<file path="config.mk">
export PLATFORM = sky130hd
export DESIGN_NAME = numbered_quoted_string_line_parser_unit
export DESIGN_NICKNAME = d
export VERILOG_FILES = /design/src/hw/rtl/nqslp_pkg.sv /design/src/hw/rtl/numbered_quoted_string_line_parser_unit.sv /design/src/hw/rtl/nqslp_ram.sv /design/src/hw/rtl/nqslp_dp.sv /design/src/hw/rtl/nqslp_ctrl.sv
export SDC_FILE = /design/constraint.sdc
export NUM_CORES = 1
export LEC_CHECK = 0
export BUFFER_PORTS_ARGS = -buffer_cell sky130_fd_sc_hd__buf_4
export CAP_MARGIN = 20
export CORE_MARGIN = 4
export CORE_UTILIZATION = 40
export CTS_BUF_LIST = sky130_fd_sc_hd__clkbuf_2
export DETAILED_ROUTE_END_ITERATION = 16
export GPL_ROUTABILITY_DRIVEN = 0
export SLEW_MARGIN = 20
export SYNTH_ARGS = -nofsm -noshare
export SYNTH_HDL_FRONTEND = slang
export SYNTH_SLANG_ARGS = --single-unit
</file>
<file path="constraint.sdc">
create_clock -name clk -period 10.93 [get_ports clk]
set_clock_uncertainty 0.15 [all_clocks]
set_input_delay 1.093 -clock clk [delete_from_list [all_inputs] [get_ports clk]]
set_output_delay 1.093 -clock clk [all_outputs]
set_load 0.03 [all_outputs]
</file>
<file path="src/hw/rtl/nqslp_pkg.sv">
`timescale 1ns / 1ps

package nqslp_pkg;

	localparam int MAX_ENTRIES    = 256;
	localparam int MAX_TEXT_BYTES = 64;
	localparam int TEXT_CAP       = MAX_TEXT_BYTES - 1;

	localparam int TEXT_LEN_W  = $clog2(TEXT_CAP + 1);
	localparam int TEXT_ADDR_W = (TEXT_CAP > 1) ? $clog2(TEXT_CAP) : 1;
	localparam int ENTRY_CNT_W = ($clog2(MAX_ENTRIES + 1) > 8) ? $clog2(MAX_ENTRIES + 1) : 8;

	localparam int INDEX_W = 8;
	localparam int ID_W    = 31;
	localparam int BYTE_W  = 8;

	localparam logic [ID_W-1:0] ID_MAX = {ID_W{1'b1}};

	localparam logic [BYTE_W-1:0] CHAR_TAB   = 8'h09;
	localparam logic [BYTE_W-1:0] CHAR_LF    = 8'h0A;
	localparam logic [BYTE_W-1:0] CHAR_CR    = 8'h0D;
	localparam logic [BYTE_W-1:0] CHAR_SPACE = 8'h20;
	localparam logic [BYTE_W-1:0] CHAR_QUOTE = 8'h22;
	localparam logic [BYTE_W-1:0] CHAR_ZERO  = 8'h30;
	localparam logic [BYTE_W-1:0] CHAR_NINE  = 8'h39;

	typedef struct packed {
		logic id_load;
		logic id_mac;
		logic len_clear;
		logic buf_write;
		logic entry_take;
		logic count_clear;
		logic rd_start;
		logic rd_next;
		logic out_load;
		logic out_empty;
	} nqslp_cmd_t;

	typedef struct packed {
		logic is_space;
		logic is_digit;
		logic is_quote;
		logic is_lf;
		logic table_full;
		logic len_full;
		logic len_zero;
		logic rd_last;
		logic out_free;
	} nqslp_sts_t;

endpackage

</file>
<file path="src/hw/rtl/numbered_quoted_string_line_parser_unit.sv">
`timescale 1ns / 1ps

// Parses a text buffer one byte item per cycle into numbered entries of the form
// <id> ... "<text>", skipping blank lines, comment lines and lines without a leading
// digit. While scanning, a byte item is taken every cycle. At a closing quote the
// input stalls while the buffered text is read back from the text RAM: the read is
// started first, then each text byte is read and loaded into the output register in
// turn, and an output stall holds the input longer. Each text byte leaves as one
// result item, and an empty entry as a single item marked empty; the output register
// lets the scan resume while the last result of an entry still waits to be taken.

module numbered_quoted_string_line_parser_unit
	import nqslp_pkg::*;
(
	input  logic               clk,
	input  logic               arst_n,
	input  logic               byte_valid,
	output logic               byte_stall,
	input  logic [BYTE_W-1:0]  data_byte,
	input  logic               end_of_data,
	output logic               entry_valid,
	input  logic               entry_stall,
	output logic [INDEX_W-1:0] entry_index,
	output logic [ID_W-1:0]    entry_id,
	output logic [BYTE_W-1:0]  text_byte,
	output logic               text_empty,
	output logic               last_of_entry
);

	nqslp_cmd_t cmd;
	nqslp_sts_t sts;

	nqslp_ctrl u_ctrl (
		.clk        (clk),
		.arst_n     (arst_n),
		.byte_valid (byte_valid),
		.end_of_data(end_of_data),
		.sts        (sts),
		.cmd        (cmd),
		.byte_stall (byte_stall)
	);

	nqslp_dp u_dp (
		.clk          (clk),
		.arst_n       (arst_n),
		.data_byte    (data_byte),
		.cmd          (cmd),
		.sts          (sts),
		.entry_valid  (entry_valid),
		.entry_stall  (entry_stall),
		.entry_index  (entry_index),
		.entry_id     (entry_id),
		.text_byte    (text_byte),
		.text_empty   (text_empty),
		.last_of_entry(last_of_entry)
	);

endmodule

</file>
<file path="src/hw/rtl/nqslp_ram.sv">
`timescale 1ns / 1ps

module nqslp_ram #(
	parameter int WIDTH = 8,
	parameter int DEPTH = 64
) (
	input  logic                                     clk,
	input  logic                                     we,
	input  logic [((DEPTH > 1) ? $clog2(DEPTH) : 1)-1:0] waddr,
	input  logic [WIDTH-1:0]                         wdata,
	input  logic                                     re,
	input  logic [((DEPTH > 1) ? $clog2(DEPTH) : 1)-1:0] raddr,
	output logic [WIDTH-1:0]                         rdata
);

	logic [WIDTH-1:0] mem_q [DEPTH];

	always_ff @(posedge clk) begin
		if (we) begin
			mem_q[waddr] <= wdata;
		end
		if (re) begin
			rdata <= mem_q[raddr];
		end
	end

endmodule

</file>
<file path="src/hw/rtl/nqslp_dp.sv">
`timescale 1ns / 1ps

module nqslp_dp
	import nqslp_pkg::*;
(
	input  logic               clk,
	input  logic               arst_n,
	input  logic [BYTE_W-1:0]  data_byte,
	input  nqslp_cmd_t         cmd,
	output nqslp_sts_t         sts,
	output logic               entry_valid,
	input  logic               entry_stall,
	output logic [INDEX_W-1:0] entry_index,
	output logic [ID_W-1:0]    entry_id,
	output logic [BYTE_W-1:0]  text_byte,
	output logic               text_empty,
	output logic               last_of_entry
);

	logic [ID_W-1:0]        id_q;
	logic [TEXT_LEN_W-1:0]  len_q;
	logic [ENTRY_CNT_W-1:0] count_q;
	logic [INDEX_W-1:0]     snap_idx_q;
	logic [ID_W-1:0]        snap_id_q;
	logic [TEXT_LEN_W-1:0]  snap_len_q;
	logic [TEXT_ADDR_W-1:0] rd_addr_q;
	logic                   out_valid_q;
	logic [INDEX_W-1:0]     out_idx_q;
	logic [ID_W-1:0]        out_id_q;
	logic [BYTE_W-1:0]      out_byte_q;
	logic                   out_empty_q;
	logic                   out_last_q;

	logic [3:0]             digit_val;
	logic [ID_W+3:0]        id_prod;
	logic [ID_W-1:0]        id_next;
	logic [TEXT_ADDR_W-1:0] rd_addr;
	logic [BYTE_W-1:0]      rd_data;

	assign digit_val = 4'(data_byte - CHAR_ZERO);
	assign id_prod = ((ID_W + 4)'(id_q) << 3) + ((ID_W + 4)'(id_q) << 1)
		+ (ID_W + 4)'(digit_val);
	assign id_next = (id_prod > (ID_W + 4)'(ID_MAX)) ? ID_MAX : id_prod[ID_W-1:0];

	assign sts.is_space   = (data_byte == CHAR_SPACE)
		|| ((data_byte >= CHAR_TAB) && (data_byte <= CHAR_CR));
	assign sts.is_digit   = (data_byte >= CHAR_ZERO) && (data_byte <= CHAR_NINE);
	assign sts.is_quote   = (data_byte == CHAR_QUOTE);
	assign sts.is_lf      = (data_byte == CHAR_LF);
	assign sts.table_full = (count_q >= ENTRY_CNT_W'(MAX_ENTRIES));
	assign sts.len_full   = (len_q == TEXT_LEN_W'(TEXT_CAP));
	assign sts.len_zero   = (snap_len_q == '0);
	assign sts.rd_last    = ((TEXT_LEN_W'(rd_addr_q) + TEXT_LEN_W'(1)) == snap_len_q);
	assign sts.out_free   = !out_valid_q || !entry_stall;

	assign rd_addr = cmd.rd_start ? '0 : rd_addr_q + TEXT_ADDR_W'(1);

	nqslp_ram #(
		.WIDTH(BYTE_W),
		.DEPTH(TEXT_CAP)
	) u_text_ram (
		.clk  (clk),
		.we   (cmd.buf_write),
		.waddr(len_q[TEXT_ADDR_W-1:0]),
		.wdata(data_byte),
		.re   (cmd.rd_start | cmd.rd_next),
		.raddr(rd_addr),
		.rdata(rd_data)
	);

	always_ff @(posedge clk or negedge arst_n) begin
		if (!arst_n) begin
			id_q        <= '0;
			len_q       <= '0;
			count_q     <= '0;
			out_valid_q <= 1'b0;
		end else begin
			if (cmd.id_load) begin
				id_q <= ID_W'(digit_val);
			end else if (cmd.id_mac) begin
				id_q <= id_next;
			end
			if (cmd.len_clear) begin
				len_q <= '0;
			end else if (cmd.buf_write) begin
				len_q <= len_q + TEXT_LEN_W'(1);
			end
			if (cmd.count_clear) begin
				count_q <= '0;
			end else if (cmd.entry_take) begin
				count_q <= count_q + ENTRY_CNT_W'(1);
			end
			if (cmd.out_load || cmd.out_empty) begin
				out_valid_q <= 1'b1;
			end else if (!entry_stall) begin
				out_valid_q <= 1'b0;
			end
		end
	end

	always_ff @(posedge clk) begin
		if (cmd.entry_take) begin
			snap_idx_q <= count_q[INDEX_W-1:0];
			snap_id_q  <= id_q;
			snap_len_q <= len_q;
		end
		if (cmd.rd_start || cmd.rd_next) begin
			rd_addr_q <= rd_addr;
		end
		if (cmd.out_load) begin
			out_idx_q   <= snap_idx_q;
			out_id_q    <= snap_id_q;
			out_byte_q  <= rd_data;
			out_empty_q <= 1'b0;
			out_last_q  <= sts.rd_last;
		end else if (cmd.out_empty) begin
			out_idx_q   <= snap_idx_q;
			out_id_q    <= snap_id_q;
			out_byte_q  <= '0;
			out_empty_q <= 1'b1;
			out_last_q  <= 1'b1;
		end
	end

	assign entry_valid   = out_valid_q;
	assign entry_index   = out_idx_q;
	assign entry_id      = out_id_q;
	assign text_byte     = out_byte_q;
	assign text_empty    = out_empty_q;
	assign last_of_entry = out_last_q;

endmodule

</file>
<file path="src/hw/rtl/nqslp_ctrl.sv">
`timescale 1ns / 1ps

module nqslp_ctrl
	import nqslp_pkg::*;
(
	input  logic       clk,
	input  logic       arst_n,
	input  logic       byte_valid,
	input  logic       end_of_data,
	input  nqslp_sts_t sts,
	output nqslp_cmd_t cmd,
	output logic       byte_stall
);

	localparam logic [1:0] CTL_SCAN  = 2'd0;
	localparam logic [1:0] CTL_FIRST = 2'd1;
	localparam logic [1:0] CTL_EMIT  = 2'd2;

	localparam logic [2:0] PH_SKIP_WS   = 3'd0;
	localparam logic [2:0] PH_DIGITS    = 3'd1;
	localparam logic [2:0] PH_FIND_OPEN = 3'd2;
	localparam logic [2:0] PH_IN_TEXT   = 3'd3;
	localparam logic [2:0] PH_DISCARD   = 3'd4;

	logic [1:0] ctl_q;
	logic [1:0] ctl_d;
	logic [2:0] phase_q;
	logic [2:0] phase_d;
	logic       accept;

	assign byte_stall = (ctl_q != CTL_SCAN);
	assign accept     = byte_valid && (ctl_q == CTL_SCAN);

	always_comb begin
		cmd     = '0;
		ctl_d   = ctl_q;
		phase_d = phase_q;
		unique case (ctl_q)
			CTL_SCAN: begin
				if (accept && !sts.table_full) begin
					unique case (phase_q)
						PH_SKIP_WS: begin
							if (sts.is_space) begin
								phase_d = PH_SKIP_WS;
							end else if (sts.is_digit) begin
								cmd.id_load = 1'b1;
								phase_d     = PH_DIGITS;
							end else begin
								phase_d = PH_DISCARD;
							end
						end
						PH_DIGITS: begin
							if (sts.is_digit) begin
								cmd.id_mac = 1'b1;
							end else if (sts.is_quote) begin
								cmd.len_clear = 1'b1;
								phase_d       = PH_IN_TEXT;
							end else if (sts.is_lf) begin
								phase_d = PH_SKIP_WS;
							end else begin
								phase_d = PH_FIND_OPEN;
							end
						end
						PH_FIND_OPEN: begin
							if (sts.is_quote) begin
								cmd.len_clear = 1'b1;
								phase_d       = PH_IN_TEXT;
							end else if (sts.is_lf) begin
								phase_d = PH_SKIP_WS;
							end
						end
						PH_IN_TEXT: begin
							if (sts.is_quote) begin
								cmd.entry_take = 1'b1;
								phase_d        = PH_DISCARD;
								ctl_d          = CTL_FIRST;
							end else if (sts.is_lf) begin
								phase_d = PH_SKIP_WS;
							end else if (!sts.len_full) begin
								cmd.buf_write = 1'b1;
							end
						end
						default: begin
							if (sts.is_lf) begin
								phase_d = PH_SKIP_WS;
							end else begin
								phase_d = PH_DISCARD;
							end
						end
					endcase
				end
				if (accept && end_of_data) begin
					phase_d         = PH_SKIP_WS;
					cmd.count_clear = 1'b1;
				end
			end
			CTL_FIRST: begin
				if (sts.len_zero) begin
					if (sts.out_free) begin
						cmd.out_empty = 1'b1;
						ctl_d         = CTL_SCAN;
					end
				end else begin
					cmd.rd_start = 1'b1;
					ctl_d        = CTL_EMIT;
				end
			end
			CTL_EMIT: begin
				if (sts.out_free) begin
					cmd.out_load = 1'b1;
					if (sts.rd_last) begin
						ctl_d = CTL_SCAN;
					end else begin
						cmd.rd_next = 1'b1;
					end
				end
			end
			default: begin
				ctl_d = CTL_SCAN;
			end
		endcase
	end

	always_ff @(posedge clk or negedge arst_n) begin
		if (!arst_n) begin
			ctl_q   <= CTL_SCAN;
			phase_q <= PH_SKIP_WS;
		end else begin
			ctl_q   <= ctl_d;
			phase_q <= phase_d;
		end
	end

endmodule
</file>
; Yosys cells after proc, flatten, opt, wreduce, memory -nomap -nowiden
; Memory sizes are Yosys's and may differ from the RTL's. A register that Yosys moved wholly into a read port is not among the register bits.
; Index checks and enable logic that the tools add are counted.
; W data, S select, Z words.
[classes]
n_lt_le_gt_ge = 6
eq_ne = 18
bitwise_logic = 1
muxes = 62
n_reduce_logical = 23
addsub = 6
[op_table]
columns = cell, count
row1 = $mux W31, 5
row2 = $add A34 B32 Y35, 1
row3 = $add A35 B4 Y35, 1
row4 = $gt A35 B31 Y1 const B, 1
row5 = $mux W8, 4
row6 = $mux W3, 9
row7 = $mux W2, 12
row8 = $mux W6, 4
row9 = $mux W1, 22
row10 = $mux W9, 2
row11 = $eq A8 B6 Y1 const B, 2
row12 = $add A6 B1 Y6 const B, 2
row13 = $pmux W3 S4, 1
row14 = $reduce_bool A2 Y1, 6
row15 = $ne A2 B2 Y1 const B, 5
row16 = $add A9 B1 Y9 const B, 1
row17 = $ge A9 B9 Y1 const B, 1
row18 = $eq A8 B4 Y1 const B, 1
row19 = $ge A8 B4 Y1 const B, 1
row20 = $ge A8 B6 Y1 const B, 1
row21 = $le A8 B4 Y1 const B, 1
row22 = $le A8 B6 Y1 const B, 1
row23 = $eq A3 B2 Y1 const B, 2
row24 = $eq A6 B6 Y1, 1
row25 = 20 further kinds, 29
[word_totals]
output_inout_bits = 51
word_cells = 132
ramBits = 504
inputBits = 13
register_bits = 152
memories = 1
[mem_list]
columns = name, words, word_bits, read_ports, rd_ports_with_merged_regs, write_ports, line
row1 = u_dp.u_text_ram.mem_q, 63, 8, 1, 1, 1, nqslp_ram.sv:16  ; logic [WIDTH-1:0] mem_q [DEPTH];

; Depth between registers and ports, before layout
[logic_depth]
word_depth = 9
ltp_mapped = 13
depth_no_buf = 12

; Hierarchy
; From an unflattened synthesis, not the netlist that was laid out.
[unflattened]
hier_cells = 1626
area_unflattened_um2 = 27971.8
[modules_own_cells]
columns = module, area_per_inst_um2, n_inst, cells_each, seq_area_each_um2
row1 = nqslp_ram, 19935.4, 1, 956, 15374.7
row2 = nqslp_dp, 7609.8, 1, 617, 4169.0
row3 = nqslp_ctrl, 426.7, 1, 53, 125.1

; Worst setup path after synthesis
; No wires, ideal clock.
[synth_path]
path_type = input -> register
startpoint = input byte_valid
endpoint = register u_dp.count_q[5]
cell_stages = 6
required_time_ns = 10.702
arrival_time_ns = 4.789
n_path_buf = 0
setup_ns = 0.078
slack_ns = 5.913
cell_sequence = nor4b_1 -> nand2b_1 -> nor3_2 -> nand4_1 -> or3_1 -> a21oi_1
[synth_lines]
columns = element, line
row1 = "start, declared", numbered_quoted_string_line_parser_unit.sv:17  ; input logic byte_valid,
row2 = "end signal, assigned", nqslp_dp.sv:91  ; count_q <= count_q + ENTRY_CNT_W'(1);
row3 = "end, declared", nqslp_dp.sv:22  ; logic [ENTRY_CNT_W-1:0] count_q;

; Worst setup path in the final report
[layout_path]
startpoint = register u_dp.snap_len_q[1]
endpoint = register u_dp.u_text_ram.rdata[6] (read register of u_dp.u_text_ram.mem_q), data pin
[layout_via]
elab_chain_len = 5
elab_cells_between_ends = 9
classes_between = eq/ne: 1 / mux: 6 / bitwise: 1 / reduce/logical: 1
[layout_lines]
columns = element, line
row1 = "start, declared", nqslp_dp.sv:25  ; logic [TEXT_LEN_W-1:0] snap_len_q;
row2 = "start signal, assigned", nqslp_dp.sv:105  ; snap_len_q <= len_q;
row3 = $eq A6 B6 Y1, nqslp_dp.sv:53  ; assign sts.rd_last = ((TEXT_LEN_W'(rd_addr_q) + TEXT_LEN_W'(1)) == snap_len_q);
row4 = $mux W1, nqslp_ctrl.sv:111  ; if (sts.rd_last) begin
row5 = $mux W2, nqslp_ctrl.sv:109  ; if (sts.out_free) begin
row6 = $mux W2, nqslp_ctrl.sv:38  ; unique case (ctl_q)
row7 = $or A1 B1 Y1, nqslp_dp.sv:66  ; .re (cmd.rd_start | cmd.rd_next),
row8 = "end, declared", nqslp_ram.sv:13  ; output logic [WIDTH-1:0] rdata
; Several ways; a longest one is shown, not always the timed one.
; A chain may end at the register's enable or synchronous reset.

==> metrics.txt <==
# TYPE chip_impl_metric gauge
chip_impl_info{name="critPathCaptureType",value="flop"} 1
chip_impl_info{name="cpLargestDelayFamily",value="compound AO/OA/AOI/OAI gates"} 1
chip_impl_info{name="worstSetupStartpointType",value="flop"} 1
chip_impl_metric{name="slew_viol_final",unit=""} 0
chip_impl_info{name="worst-setup-path-type",value="reg -> reg"} 1
chip_impl_metric{name="place_inst",unit=""} 2898
chip_impl_metric{name="design.core.area",unit="µm²"} 69200
chip_impl_metric{name="initial_drc_count",unit=""} 1671
chip_impl_metric{name="dieWidth",unit="µm"} 273
chip_impl_metric{name="dp_hpwl",unit="µm"} 42200
chip_impl_metric{name="start_util",unit=""} 0.407
chip_impl_metric{name="overflow_after_grt",unit=""} 0
chip_impl_info{name="cts_tree",value="done"} 1
chip_impl_metric{name="final_layout_size_suffix_gt1_frac",unit=""} 0.174
chip_impl_metric{name="cp_max_fo",unit=""} 89
chip_impl_metric{name="worst_path_largest_cell_delay",unit="ns"} 0.83
chip_impl_metric{name="pre_cts_ws",unit="ns"} 5.52
chip_impl_metric{name="cts_htree_levels",unit=""} 4
chip_impl_metric{name="clockBufferDepth",unit=""} 3
chip_impl_metric{name="cts_sink_cnt",unit=""} 664
chip_impl_info{name="rsz0062_at_grt",value="false"} 1
chip_impl_metric{name="number_of_buffers_inserted_during_clock_tree_synthesis",unit=""} 164
chip_impl_metric{name="post-route-cell-area",unit="µm²"} 31100
chip_impl_info{name="worst_path_cell_chain",value="or4_4 -> o311ai_4 -> nand2b_2 -> clkinv_4 -> buf_4 -> mux2i_1 -> o21ai_0 -> a2111oi_0 -> a311oi_2 -> o211a_1"} 1
chip_impl_metric{name="grt_first_pass_wirelength",unit="µm"} 108000
chip_impl_metric{name="grt_pass1_vias",unit=""} 18000
chip_impl_metric{name="postRouteAntennaNets",unit=""} 0
chip_impl_info{name="post_synth_main_area_contributors",value="sky130_fd_sc_hd__edfxtp_1 (65%), sky130_fd_sc_hd__dfrtp_1 (4.6%), sky130_fd_sc_hd__mux2i_1 (3.4%)"} 1
chip_impl_metric{name="dpl_cell_area",unit="µm²"} 29500
chip_impl_metric{name="route.vias.total",unit=""} 17700
chip_impl_metric{name="die_area",unit="µm²"} 74600
chip_impl_metric{name="worstPathBufferInverterCount",unit=""} 2
chip_impl_metric{name="nNetsFinal",unit=""} 2217
chip_impl_metric{name="final_critical_path_setup_slack",unit="ns"} 6.05
chip_impl_info{name="yosysTopAreaCell",value="sky130_fd_sc_hd__edfxtp_1"} 1
chip_impl_metric{name="route.detailed.vias_per_inst",unit=""} 5.54
chip_impl_metric{name="maxCapViolations",unit=""} 0
chip_impl_metric{name="p_leak",unit="nW"} 11.1
chip_impl_metric{name="grt_usage",unit=""} 0.190
chip_impl_info{name="layout_common_cells",value="sky130_fd_sc_hd__edfxtp_1 (611), sky130_fd_sc_hd__clkbuf_2 (238), sky130_fd_sc_hd__nand2_1 (164), sky130_fd_sc_hd__nor2_1 (157), sky130_fd_sc_hd__a21oi_1 (141)"} 1
chip_impl_metric{name="synth.cell_area",unit="µm²"} 28100
chip_impl_metric{name="finish.cell_count_without_fillers",unit=""} 3200
chip_impl_metric{name="synth_seq_area_share",unit=""} 0.699
chip_impl_metric{name="power_density",unit="nW/µm²"} 236
chip_impl_metric{name="period_utilisation_layout",unit=""} 0.447
chip_impl_metric{name="postSynthCellCount",unit=""} 1988
chip_impl_info{name="worstHoldPathType",value="in -> async"} 1
chip_impl_info{name="clockRootBuffer",value="sky130_fd_sc_hd__clkbuf_2"} 1
chip_impl_metric{name="ys_seq_elements",unit=""} 664
chip_impl_metric{name="drt_pass1_iterations",unit=""} 5
chip_impl_metric{name="num-fill-cells",unit=""} 6342
chip_impl_metric{name="placement_rows",unit=""} 96
chip_impl_metric{name="drcViolationCount",unit=""} 0
chip_impl_info{name="outcome",value="completed"} 1
chip_impl_metric{name="finalWirelength",unit="µm"} 70800
chip_impl_metric{name="worst_pin_slew",unit="ns"} 0.949
chip_impl_metric{name="vdd_ir_drop_max",unit="µV"} 287
chip_impl_metric{name="yosysTopAreaCellShare",unit=""} 0.652
chip_impl_info{name="synth_flop_cell",value="sky130_fd_sc_hd__edfxtp_1"} 1
chip_impl_metric{name="buffer_ports.inserted",unit=""} 63
chip_impl_metric{name="synthDistinctLibCells",unit=""} 74
chip_impl_metric{name="fin_hold_ws",unit="ns"} 0.161
chip_impl_metric{name="timing.critical_path.required",unit="ns"} 11.91
chip_impl_metric{name="timing.setup.tns",unit="ns"} 0
chip_impl_metric{name="achievable-frequency",unit="GHz"} 0.205
chip_impl_metric{name="clock_latency_at_the_later_pin_of_the_worst_skew_pair",unit="ns"} 1.42
chip_impl_metric{name="ctsResizeCount",unit=""} 0
chip_impl_info{name="critical_path.slowest_cell",value="sky130_fd_sc_hd__buf_4"} 1
chip_impl_metric{name="asyncSetResetFlopFracSynth",unit=""} 0.0783
chip_impl_metric{name="max-slew-margin-rel",unit=""} 0.367
chip_impl_metric{name="die-height",unit="µm"} 273
chip_impl_metric{name="utilization",unit=""} 0.449
chip_impl_metric{name="finalHoldViolations",unit=""} 0
chip_impl_metric{name="antenna_violations_before_repair",unit=""} 2
chip_impl_metric{name="finalCriticalPeriod",unit="ns"} 4.88
chip_impl_info{name="layout_commonest_cell",value="sky130_fd_sc_hd__edfxtp_1"} 1
chip_impl_metric{name="yosys_warnings",unit=""} 0
chip_impl_metric{name="grt_max_degree",unit=""} 90
chip_impl_metric{name="worst_setup_hold_path_clk_slew",unit="ns"} 0.12
chip_impl_metric{name="setup-violations-final",unit=""} 0
chip_impl_metric{name="total_power",unit="mW"} 7.35
chip_impl_metric{name="area_growth",unit="%"} 10.5
chip_impl_metric{name="postSynthNetCount",unit=""} 2067
chip_impl_metric{name="wire_per_inst",unit="µm"} 22.1
chip_impl_metric{name="crit_arrival",unit="ns"} 5.86
chip_impl_metric{name="synth-edff-count",unit=""} 611
chip_impl_metric{name="design.portCount",unit=""} 64
chip_impl_metric{name="synthesis.area_per_instance",unit="µm²"} 14.2
-- final timing paths --
kind	startpoint	slack [ns]	depth (start not counted)	to
worst max-delay path	u_dp.snap_len_q[1]	6.05	10	u_dp.u_text_ram.rdata[6]
worst min-delay path	arst_n	0.16	2	u_ctrl.ctl_q[0]
worst max register to register	u_dp.snap_len_q[1]	6.05	10	u_dp.u_text_ram.rdata[6]
worst min register to register	u_dp.snap_id_q[18]	0.23	0	u_dp.entry_id[18]
max in group asynchronous	arst_n	9.28	3	u_dp.id_q[6]
min in group clk	byte_valid	0.19	3	u_dp.count_q[8]
-- cell usage after synthesis (26+ instances only) --
library cell / n
sky130_fd_sc_hd__dfrtp_1: 52
sky130_fd_sc_hd__o221ai_1: 65
sky130_fd_sc_hd__nor3_1: 26
sky130_fd_sc_hd__a21oi_1: 141
sky130_fd_sc_hd__mux2i_1: 95
sky130_fd_sc_hd__o22ai_1: 27
sky130_fd_sc_hd__o21ai_0: 70
sky130_fd_sc_hd__nand2_1: 166
sky130_fd_sc_hd__nor2_1: 157
sky130_fd_sc_hd__nand3_1: 75
sky130_fd_sc_hd__ha_1: 64
sky130_fd_sc_hd__edfxtp_1: 611
sky130_fd_sc_hd__inv_1: 36
sky130_fd_sc_hd__clkbuf_1: 63
-- state kept, by name, indices dropped and copies added (netlist names), 8 cells and up --
register and cells:
u_dp.snap_id_q 31, u_dp.u_text_ram.rdata 8, u_dp.text_byte 8, u_dp.entry_index 8, u_dp.entry_id 31, u_dp.count_q 9
u_dp.id_q 31, u_dp.snap_idx_q 8, u_dp.u_text_ram.mem_q 504
-- worst register-to-register path: stages, from the launching register on --
cell and delay (ns):
sky130_fd_sc_hd__edfxtp_1 0.42, sky130_fd_sc_hd__or4_4 0.58, sky130_fd_sc_hd__o311ai_4 0.56, sky130_fd_sc_hd__nand2b_2 0.17, sky130_fd_sc_hd__clkinv_4 0.61, sky130_fd_sc_hd__buf_4 0.84
sky130_fd_sc_hd__mux2i_1 0.28, sky130_fd_sc_hd__o21ai_0 0.15, sky130_fd_sc_hd__a2111oi_0 0.67, sky130_fd_sc_hd__a311oi_2 0.09, sky130_fd_sc_hd__o211a_1 0.14
-- report_power, final --
group | internal [mW] | leakage, nW | switching, mW
clock network | 0.705 | 1.15 | 0.996
registers | 2.92 | 6.24 | 0.0710
logic | 0.866 | 3.69 | 1.80
-- cell type report --
cell class | instances | area, µm² | area share
Clock buffer | 238 | 1190 | 0.0383
Multi-Input combinational cell | 1179 | 7850 | 0.252
Timing Repair Buffer | 91 | 696 | 0.0224
Inverter | 38 | 150 | 0.00483
Tap cell | 931 | 1160 | 0.0375
Sequential cell | 664 | 19700 | 0.633
Antenna cell | 5 | 12.5 | 0.000402
Clock inverter | 54 | 359 | 0.0115
-- metal layers --
layer	vias up	GRT usage	part of all wire	wire, µm
met5	-	0	0	0
met4	0	0.0745	0.029	2040
met3	128	0.0454	0.067	4770
met2	639	0.310	0.49	34600
met1	8844	0.247	0.42	29400
li1	8101	-	-	-
-- logic make-up after synthesis --
group,synth area share
fa+ha+maj,0.0299
mux,0.0494
xor+xnor,0.0156
simple gates,0.0796
flops,0.699
buf+inv,0.0228
compound gates,0.104
-- repair_timing --
| action | CTS | global route |
|---|---|---|
| setup buffers | 0 | 0 |
| hold buffers | 5 | 0 |
| hold endpoints to repair | 70 | 0 |
Note: power is estimated with default switching activity, not from simulation.
